### src/tlnt_ram.sv
// Generic single-write, single-read RAM with a registered read port.
module tlnt_ram #(
    parameter int WIDTH = 64,
    parameter int DEPTH = 8,
    parameter int ADDR_W = (DEPTH > 1) ? $clog2(DEPTH) : 1
) (
    input  logic              i_clk,
    input  logic              i_we,
    input  logic [ADDR_W-1:0] i_waddr,
    input  logic [WIDTH-1:0]  i_wdata,
    input  logic [ADDR_W-1:0] i_raddr,
    output logic [WIDTH-1:0]  o_rdata
);

    logic [WIDTH-1:0] r_mem [DEPTH];
    logic [WIDTH-1:0] r_rdata;

    always_ff @(posedge i_clk) begin
        if (i_we) begin
            r_mem[i_waddr] <= i_wdata;
        end
        r_rdata <= r_mem[i_raddr];
    end

    assign o_rdata = r_rdata;

endmodule

### config.mk
export PLATFORM = sky130hd
export DESIGN_NAME = tlnt_ram
export DESIGN_NICKNAME = d
export VERILOG_FILES = /design/src/tlnt_ram.sv
export SDC_FILE = /design/constraint.sdc
export NUM_CORES = 1
export LEC_CHECK = 0
export BUFFER_PORTS_ARGS = -buffer_cell sky130_fd_sc_hd__buf_2
export CORE_MARGIN = 1.5
export CORE_UTILIZATION = 67
export CTS_BUF_LIST = sky130_fd_sc_hd__clkbuf_4 sky130_fd_sc_hd__clkbuf_8
export CTS_CLUSTER_SIZE = 16
export DETAILED_ROUTE_END_ITERATION = 12
export GPL_ROUTABILITY_DRIVEN = 1
export GPL_TIMING_DRIVEN = 0
export PLACE_DENSITY = 0.93
export SYNTH_ARGS = -nofsm -noshare
export SYNTH_HDL_FRONTEND = slang
export SYNTH_SLANG_ARGS = --single-unit
export TNS_END_PERCENT = 30
### constraint.sdc
create_clock -name i_clk -period 12.6 [get_ports i_clk]
set_input_delay 1.89 -clock i_clk [delete_from_list [all_inputs] [get_ports i_clk]]
set_output_delay 1.89 -clock i_clk [all_outputs]
set_load 0.05 [all_outputs]
==> results of run 1 <==
-- worst paths after layout --
kind / start / end / slack [ps] / cells after the start
max: i_waddr[2] / r_mem[0][23]$_DFFE_PP_ / 9200 / 6
min: r_mem[4][11]$_DFFE_PP_ / o_rdata[11]$_DFF_P_ / 680 / 2
max reg2reg: r_mem[5][13]$_DFFE_PP_ / o_rdata[13]$_DFF_P_ / 11140 / 2
min reg2reg: r_mem[4][11]$_DFFE_PP_ / o_rdata[11]$_DFF_P_ / 680 / 2
-- worst min-delay path, delay by kind of cell, from the launching register on --
| kind | cells | cell delay [ps] |
|---|---|---|
| DFF | 1 | 310 |
| muxes | 2 | 350 |
-- stage by stage --
step           hold WS [ps]  setup WS [ps]  utilization [%]  std cells
3_5_place_dp            669           8660             74.3       1367
6_report                677           9200             80.4       1531
3_3_place_gp            662           1810             72.6       1338
2_1_floorplan           657           5610                -        816
4_1_cts                 679           9270             80.3       1525
5_1_grt                 691           9200             80.4       1528
-- flip-flops by register name, summed over array words and instances, names as in the netlist --
signal / count
o_rdata: 64
r_mem: 512
-- cell type report --
cell class,instances,share of cell area (%)
Sequential cell,576,69.3
Multi-Input combinational cell,205,15.5
Clock buffer,140,7.03
Timing Repair Buffer,161,4.66
Tap cell,390,2.03
Buffer,35,0.953
Clock inverter,18,0.432
Antenna cell,6,0.0625
-- cells in the mapped netlist --
| library cell | number | area, um^2 |
|---|---|---|
| mux4_2 | 128 | 2880 |
| clkbuf_1 | 9 | 33.8 |
| nor3_1 | 2 | 10.0 |
| nor2_1 | 6 | 22.5 |
| buf_2 | 3 | 15.0 |
| nand2b_1 | 3 | 18.8 |
| dfxtp_1 | 64 | 1280 |
| buf_4 | 3 | 22.5 |
| buf_6 | 11 | 124 |
| edfxtp_1 | 512 | 15400 |
| buf_1 | 9 | 33.8 |
| nand2_1 | 2 | 7.51 |
| mux2_2 | 64 | 721 |
-- cells by family (layout without fill, tap and decap cells) --
logic type	count (synthesis)	in the layout	synth area share [%]
flops	576	576	81.1
buf+inv	35	354	1.11
mux	192	192	17.5
other cells	0	6	0
simple gates	13	13	0.286
-- power by group --
group | internal, uW | switching [uW] | total, uW | leakage, uW
registers | 2160 | 27.1 | 2180 | 0.00519
clock network | 850 | 705 | 1560 | 0.000961
logic | 106 | 189 | 294 | 0.00194
-- routing by layer --
| layer | part of all wire, % | GRT usage [%] |
|---|---|---|
| met1 | 36 | 37.4 |
| met2 | 52 | 49.2 |
| met3 | 8.7 | 6.80 |
| met4 | 3.2 | 12.2 |
| met5 | 0.027 | 0 |
==> impl_metrics.csv, run 1 <==
group,metric,value,unit
clock_tree,path_clk_slew,60,ps
power,finalPower,4030,uW
placement,postPlaceCellArea,22200,um^2
flow_run,drv_cap,0,
yosys,yosys_warnings,0,
detailed_routing,drtIter0Drc,1117,
finish,area_growth,16.9,%
timing,drv_slew,0,
clock_tree,root_buffer,"clkbuf_8",
finish,drive_above_1_share,47.0,%
setup_path,crit_slowest_cell,"nor3_2",
power,power_density,168,nW/um^2
outcome,status,"complete, no violations",
placement,dpl.hpwl,25.5,mm
timing,fmax,295,MHz
finish,multiInputGateArea,3720,um^2
finish,register_area,16700,um^2
detailed_routing,via_per_inst,6.42,
grt,grt_first_pass_wirelength,64.8,mm
setup_path,worstSetupPathType,"input pin to register",
die,initial_utilization,68.8,%
clock_tree,cts.path.max_buffers,3,
clock_tree,cts_tree,"done",
setup_path,critical_path_arrival,3690,ps
power,total_leakage_power,0.00809,uW
clock_tree,cts_hold_buf,0,
timing,hold_viol,0,
finish,nets,1135,
clock_tree,htree_num_levels,3,
clock_tree,postCtsSetupBuffers,0,
finish,n_fill_cell,1227,
grt,track_usage,29.3,%
die,die_height,178,um
grt,first_global_vias,10300,
setup_path,cp_slowest_stage_delay,750,ps
timing,setup_viol,0,
yosys,seq_area_frac_synth,81.1,%
die,ios,136,
die,die_x,178,um
worst_hold_path,hp-class,"register to register",
yosys,ys_ff_latch,576,
setup_path,crit_top_cell,"buf_6",
timing,period_needed,3400,ps
timing,rsz0062_at_grt,"false",
detailed_routing,ant_nets,0,
grt,grt_overflow_total,0,
setup_path,cpLargestDelayFamily,"simple AND/OR/NAND/NOR gates",
finish,fin_area,24000,um^2
placement,portBuffers,132,
setup_path,required,12890,ps
yosys,synth_cell_types,13,
finish,final_cell_mix,"edfxtp_1, buf_2, mux4_2",
timing,skew,27.2,ps
setup_path,worstSetupStartpointType,"input pin",
detailed_routing,vias,9827,
clock_tree,cts_buffers,84,
detailed_routing,drt_pass1_iterations,7,
die,die-area,31700,um^2
setup_path,crit_path_end_kind,"register",
timing,period_share,26.9,%
yosys,synth_area,20500,um^2
grt,antenna_found_initial,6,
detailed_routing,wl_per_cell,29.2,um
setup_path,path_buf_inv,4,
die,core.rowCount,63,
yosys,synth_nets,888,
clock_tree,clk_latency,610,ps
timing,tns,0,ps
placement,place_congestion,0.705,
clock_tree,ctsResizeCount,0,
grt,grt_max_degree,27,
yosys,synth_cells,816,
power,vdd_drop_max,82.3,uV
finish,layout.cells.most_common,"edfxtp_1",
setup_path,path_cells,"buf_2 > nand2b_1 > nor3_2 > buf_6 > buf_6 > buf_6",
detailed_routing,remaining_drc_errors,0,
clock_tree,clock-sinks,576,
detailed_routing,drt_wl_total,44.8,mm
die,coreArea,29900,um^2
timing,slew_headroom,33.8,%
setup_path,crit_fanout,10,
timing,worstMarginPinSlew,990,ps
yosys,avgSynthCellArea,25.2,um^2
Note: power is estimated with default switching activity, not from simulation.
==> run 2: changes to the inputs <==
- ABC_AREA: default -> 1
- CORE_UTILIZATION: 67 -> 57
- PLACE_DENSITY: 0.93 -> 0.84
- clock period: 12.6 -> 2.81 ns (I/O delays scaled with it)
==> run 2 against run 1 <==
Count of clock-buffer cells in the layout shrank 6. Area after synthesis grew 15%. Critical path type unchanged. Via count is 69% higher. Non-clock buffer count grew 59. Sequential share of layout area decreased by 8.4 points.
==> impl_metrics.csv, run 2 <==
group,metric,value,unit
yosys,synth_cell_types,12,
setup_path,crit_path_end_kind,"register",
yosys,synth_commonest_cells,"nand2_1, inv_1, edfxtp_1",
finish,layout.cells.most_common,"nand2_1",
placement,place_congestion,0.815,
detailed_routing,vias,16600,
grt,track_usage,26.7,%
finish,fin_area,27300,um^2
setup_path,worstSetupStartpointType,"input pin",
die,core.rowCount,74,
grt,first_global_vias,16800,
timing,period_needed,1760,ps
detailed_routing,wl_per_cell,18.0,um
grt,grt_max_degree,28,
power,power_density,678,nW/um^2
yosys,synth_cells,2294,
setup_path,required,3120,ps
die,ios,136,
finish,drive_above_1_share,15.3,%
yosys,ys_ff_latch,576,
yosys,avgSynthCellArea,10.3,um^2
timing,setup_viol,0,
clock_tree,cts_hold_buf,6,
clock_tree,root_buffer,"clkbuf_8",
die,coreArea,40900,um^2
setup_path,crit_fanout,25,
setup_path,rr_startpoint,"r_mem[3][35]$_DFFE_PP_",
power,total_leakage_power,0.0128,uW
clock_tree,htree_num_levels,3,
clock_tree,postCtsSetupBuffers,0,
setup_path,reg2reg_setup_slack,1770,ps
clock_tree,clk_latency,640,ps
detailed_routing,drtIter0Drc,1786,
clock_tree,ctsResizeCount,0,
worst_hold_path,hold-path-cell-count,1,
yosys,yosysMostFrequentCell,"nand2_1",
placement,portBuffers,134,
timing,hold_viol,0,
finish,final_cell_mix,"nand2_1, inv_1, edfxtp_1",
timing,worstMarginPinSlew,1010,ps
detailed_routing,ant_nets,0,
timing,fin_ws,1050,ps
finish,register_area,16700,um^2
power,vdd_drop_max,460,uV
clock_tree,cts.path.max_buffers,3,
clock_tree,path_clk_slew,60,ps
yosys,async_flop_share,0,%
setup_path,critical_path_arrival,2070,ps
yosys,synth_area,23700,um^2
clock_tree,cts_buffers,87,
die,die_height,207,um
timing,skew,28.5,ps
finish,n_fill_cell,2834,
setup_path,crit_slowest_cell,"nor2_4",
yosys,seq_area_frac_synth,70.4,%
yosys,yosys_warnings,0,
detailed_routing,drt_wl_total,56.7,mm
grt,grt_overflow_total,0,
clock_tree,cts_tree,"done",
grt,antenna_found_initial,7,
timing,rsz0062_at_grt,"false",
yosys,synth_nets,2366,
die,die_x,207,um
flow_run,drv_cap,0,
setup_path,cpLargestDelayFamily,"simple AND/OR/NAND/NOR gates",
outcome,status,"complete, no violations",
yosys,synth_area_leaders,"edfxtp_1, nand2_1, inv_1",
detailed_routing,drt_pass1_iterations,7,
finish,layout.cells.non_filler,3151,
setup_path,r2r-end,"o_rdata[35]$_DFF_P_",
yosys,synth_edf_count,512,
timing,tns,0,ps
timing,slew_headroom,32.3,%
timing,fmax,568,MHz
placement,postPlaceCellArea,25400,um^2
detailed_routing,via_per_inst,5.28,
worst_hold_path,hp-class,"input pin to register",
setup_path,cp_slowest_stage_delay,740,ps
yosys,synth_top_area_share,65.0,%
finish,nets,2612,
worst_hold_path,holdPathEnd,"r_mem[0][3]$_DFFE_PP_",
yosys,yosysTopAreaCell,"edfxtp_1",
die,initial_utilization,57.8,%
worst_hold_path,hp-start,"i_wdata[3]",
finish,area_growth,15.6,%
placement,pre_cts_slack,446,ps
finish,largest_reg_flops,512,
detailed_routing,remaining_drc_errors,0,
grt,grt_first_pass_wirelength,85.5,mm
setup_path,worstSetupPathType,"input pin to register",
placement,dp_cells,2977,
setup_path,rr_worst_depth,6,
clock_tree,clock-sinks,576,
setup_path,path_cells,"buf_2 > inv_1 > nand2_1 > nor2_4 > buf_16 > buf_12",
finish,largest_register,"r_mem",
timing,drv_slew,0,
setup_path,path_buf_inv,4,
die,die-area,42700,um^2
yosys,ys.flop_type,"edfxtp_1",
finish,multiInputGateArea,4520,um^2
timing,period_share,62.6,%
placement,dpl.hpwl,35.5,mm
-- run 2: changes by cell type after synthesis, sizes merged --
cell	before	now
mux4	128	0
nand2	2	838
inv	0	518
nand3	0	256
nor2	6	8
mux2	64	0
nor3	2	0
nand2b	3	0
buf	26	89
-- run 2: layer usage --
metal / up-vias / wire, um / GRT usage, %
met5: - / 46 / 0
met4: 6 / 2500 / 15.8
met3: 202 / 5960 / 6.06
met2: 1047 / 27800 / 44.2
met1: 7750 / 20400 / 32.2
li1: 7632 / - / -
-- run 2: where the power goes --
group | total, uW | switching (uW) | internal [uW]
Clock | 7130 | 3210 | 3920
Combinational | 1660 | 1230 | 425
Sequential | 9750 | 84.3 | 9670
-- run 2: how the worst max path moves through the flow --
stage,slack [ps],depth (start not counted),start,to
floorplan,-920,3,i_waddr[0],r_mem[4][0]$_DFFE_PP_
global placement,-3320,4,i_waddr[0],r_mem[6][61]$_DFFE_PP_
detailed placement,450,6,i_waddr[0],r_mem[2][8]$_DFFE_PP_
CTS,1090,6,i_waddr[0],r_mem[2][8]$_DFFE_PP_
global route,1010,6,i_waddr[0],r_mem[2][7]$_DFFE_PP_
finish,1050,6,i_waddr[0],r_mem[2][8]$_DFFE_PP_
-- run 2: cell families (layout without fill, tap and decap cells) --
group | Yosys count | in the layout | share of synthesized area, %
DFF | 576 | 576 | 70.4
buffers and inverters | 616 | 936 | 10.8
other | 0 | 5 | 0
and+or+nand+nor | 1102 | 1102 | 18.8
-- run 2: cell type report --
class                      count  area share (%)
multi-input combinational   1102            16.5
clock buffer                 134            5.83
inverter                     518            7.11
antenna                        5          0.0458
tap                          532            2.43
sequential                   576            60.9
buffer                        98            2.20
clock inverter                29           0.860
timing repair buffer         157            4.08
-- run 2: per-stage QoR --
step / util [%] / power, uW / hold WS, ps
3_5_place_dp: 62.2 / 11500 / 620
4_1_cts: 66.8 / 18600 / 1.47
2_1_floorplan: - / 11000 / 520
3_3_place_gp: 61.1 / 11400 / 614
5_1_grt: 66.8 / 19100 / 18.3
6_report: 66.8 / 18500 / 42.1
==> run 3: changes to the inputs <==
- clock period: 2.81 -> 1.4 ns (I/O delays scaled with it)
==> run 3 against run 2 <==
Sequential power grew 100%. Register-to-register slack lost 1400 ps. Highest routed layer is now met4. Total power grew 110%. Worst hold slack gained 53 ps. Sequential cell count is the same. Count of clock-buffer cells in the layout grew 8. Routed wire length grew 1.6%. Die area is the same. First-iteration DRC count grew 32%. Clock skew grew 12 ps. Cell area grew 3.7%.
==> impl_metrics.csv, run 3 (synthesis results as in run 2) <==
group,metric,value,unit
outcome,status,"complete, no violations",
placement,place_congestion,0.799,
detailed_routing,met2_wirelength,28.8,mm
die,initial_utilization,57.8,%
setup_path,worstSetupPathType,"input pin to register",
finish,register_area,16700,um^2
setup_path,worstSetupStartpointType,"input pin",
finish,drive_above_1_share,15.7,%
power,power_density,1340,nW/um^2
detailed_routing,drtIter0Drc,2352,
clock_tree,path_clk_slew,70,ps
grt,antenna_found_initial,1,
detailed_routing,vias,16900,
power,finalPower,38100,uW
clock_tree,cts.path.max_buffers,3,
grt,track_usage,27.3,%
setup_path,cp_slowest_stage_delay,590,ps
worst_hold_path,holdPathEnd,"r_mem[1][23]$_DFFE_PP_",
timing,period_share,98.2,%
timing,tns,0,ps
detailed_routing,drt_pass1_iterations,6,
setup_path,crit_top_cell,"buf_12",
detailed_routing,via_per_inst,5.25,
clock_tree,cts_tree,"done",
detailed_routing,wl_met3,5.70,mm
setup_path,crit_slowest_cell,"nor2_4",
detailed_routing,routed.top_layer,"met4",
grt,grt_max_degree,29,
flow_run,drv_cap,0,
timing,period_needed,1370,ps
die,ios,136,
clock_tree,htree_num_levels,3,
worst_hold_path,hp-start,"i_waddr[1]",
timing,hold_viol,0,
finish,nets,2677,
detailed_routing,met1_length,21.3,mm
finish,final_cell_mix,"nand2_1, inv_1, edfxtp_1",
setup_path,rr_startpoint,"r_mem[7][25]$_DFFE_PP_",
finish,largest_register,"r_mem",
placement,portBuffers,134,
finish,multiInputGateArea,4590,um^2
timing,slew_headroom,43.5,%
setup_path,critical_path_arrival,1690,ps
worst_hold_path,hold-path-cell-count,4,
finish,n_fill_cell,2738,
clock_tree,clock-sinks,576,
power,total_leakage_power,0.0132,uW
finish,largest_reg_flops,512,
setup_path,crit_fanout,27,
timing,worstMarginPinSlew,848,ps
detailed_routing,ant_nets,0,
clock_tree,cts_buffers,91,
die,die_x,207,um
timing,setup_viol,0,
timing,drv_slew,0,
worst_hold_path,hp-class,"input pin to register",
die,core.rowCount,74,
grt,first_global_vias,17000,
detailed_routing,remaining_drc_errors,0,
timing,skew,40.4,ps
timing,fmax,728,MHz
power,vdd_drop_max,843,uV
setup_path,r2r-end,"o_rdata[25]$_DFF_P_",
finish,layout.cells.most_common,"nand2_1",
clock_tree,clk_latency,650,ps
setup_path,reg2reg_setup_slack,380,ps
placement,dpl.hpwl,35.4,mm
setup_path,path_cells,"clkbuf_4 > inv_16 > nand2_8 > nor2_4 > buf_12 > buf_12",
clock_tree,root_buffer,"clkbuf_8",
timing,holdWs,95.2,ps
grt,grt_first_pass_wirelength,87.4,mm
die,coreArea,40900,um^2
finish,area_growth,19.8,%
detailed_routing,wl_per_cell,17.9,um
detailed_routing,drt_wl_total,57.6,mm
die,die_height,207,um
die,die-area,42700,um^2
setup_path,crit_path_end_kind,"register",
setup_path,rr_worst_depth,6,
setup_path,required,1720,ps
grt,grt_overflow_total,0,
finish,postLayoutCoreUtil,69.3,%
[run 3: changes by cell type in the layout (fill, tap and decap cells not counted), sizes merged]
cell	before	now
dlygate4sd3	6	64
clkbuf	143	153
clkinv	21	24
clkinvlp	3	0
diode	5	3
inv	520	518
nor2	8	9
[run 3: area by class of cell]
cell class                 instances  share of cell area (%)
antenna                            3                  0.0265
tap                              532                    2.35
buffer                            98                    2.12
inverter                         518                    7.02
clock buffer                     142                    6.10
multi-input combinational       1103                    16.2
timing repair buffer             217                    6.72
clock inverter                    27                   0.706
sequential                       576                    58.8
[run 3: what timing repair did]
item,4_1_cts,5_1_grt
buffers inserted,0,3
endpoints found under the hold margin,512,0
endpoints found under the setup margin,64,92
cloned,0,1
pin swaps,0,2
gates resized for setup,73,17
hold buffers,64,0
[run 3: how the worst max path moves through the flow]
stage	cells after the start	to	slack, ps	start
floorplan	3	r_mem[6][0]$_DFFE_PP_	-300	i_waddr[0]
global placement	3	r_mem[1][59]$_DFFE_PP_	-1380	i_waddr[0]
detailed placement	5	r_mem[1][59]$_DFFE_PP_	-670	i_waddr[0]
CTS	1	o_rdata[28]	0.3	o_rdata[28]$_DFF_P_
global route	1	o_rdata[21]	-2	o_rdata[21]$_DFF_P_
finish	6	r_mem[4][2]$_DFFE_PP_	30	i_waddr[0]
[run 3: power by group]
| group | internal [uW] | switching (uW) |
|---|---|---|
| clock | 8410 | 6450 |
| combinational | 1120 | 2520 |
| sequential | 19400 | 189 |
| total | 28900 | 9160 |
[run 3: worst max-delay path: cells and delay by family]
family | cells | cell delay (ps)
buffers and inverters | 4 | 780
and+or+nand+nor | 2 | 660
[run 3: metrics by stage]
stage / cells / area (um^2) / setup slack, ps
after detailed placement: 2976 / 25500 / -668
final: 3216 / 28300 / 25.6
after global routing: 3214 / 28300 / -1.67
after global placement: 2960 / 25200 / -1380
after CTS: 3209 / 28200 / 0.281
after floorplan: 2294 / 23800 / -296
[run 3: layer usage]
| metal | track usage [%] | vias up |
|---|---|---|
| met1 | 34.0 | 7945 |
| met4 | 12.6 | 0 |
| met3 | 4.88 | 167 |
| met5 | 0 | - |
| li1 | - | 7758 |
| met2 | 46.5 | 1003 |
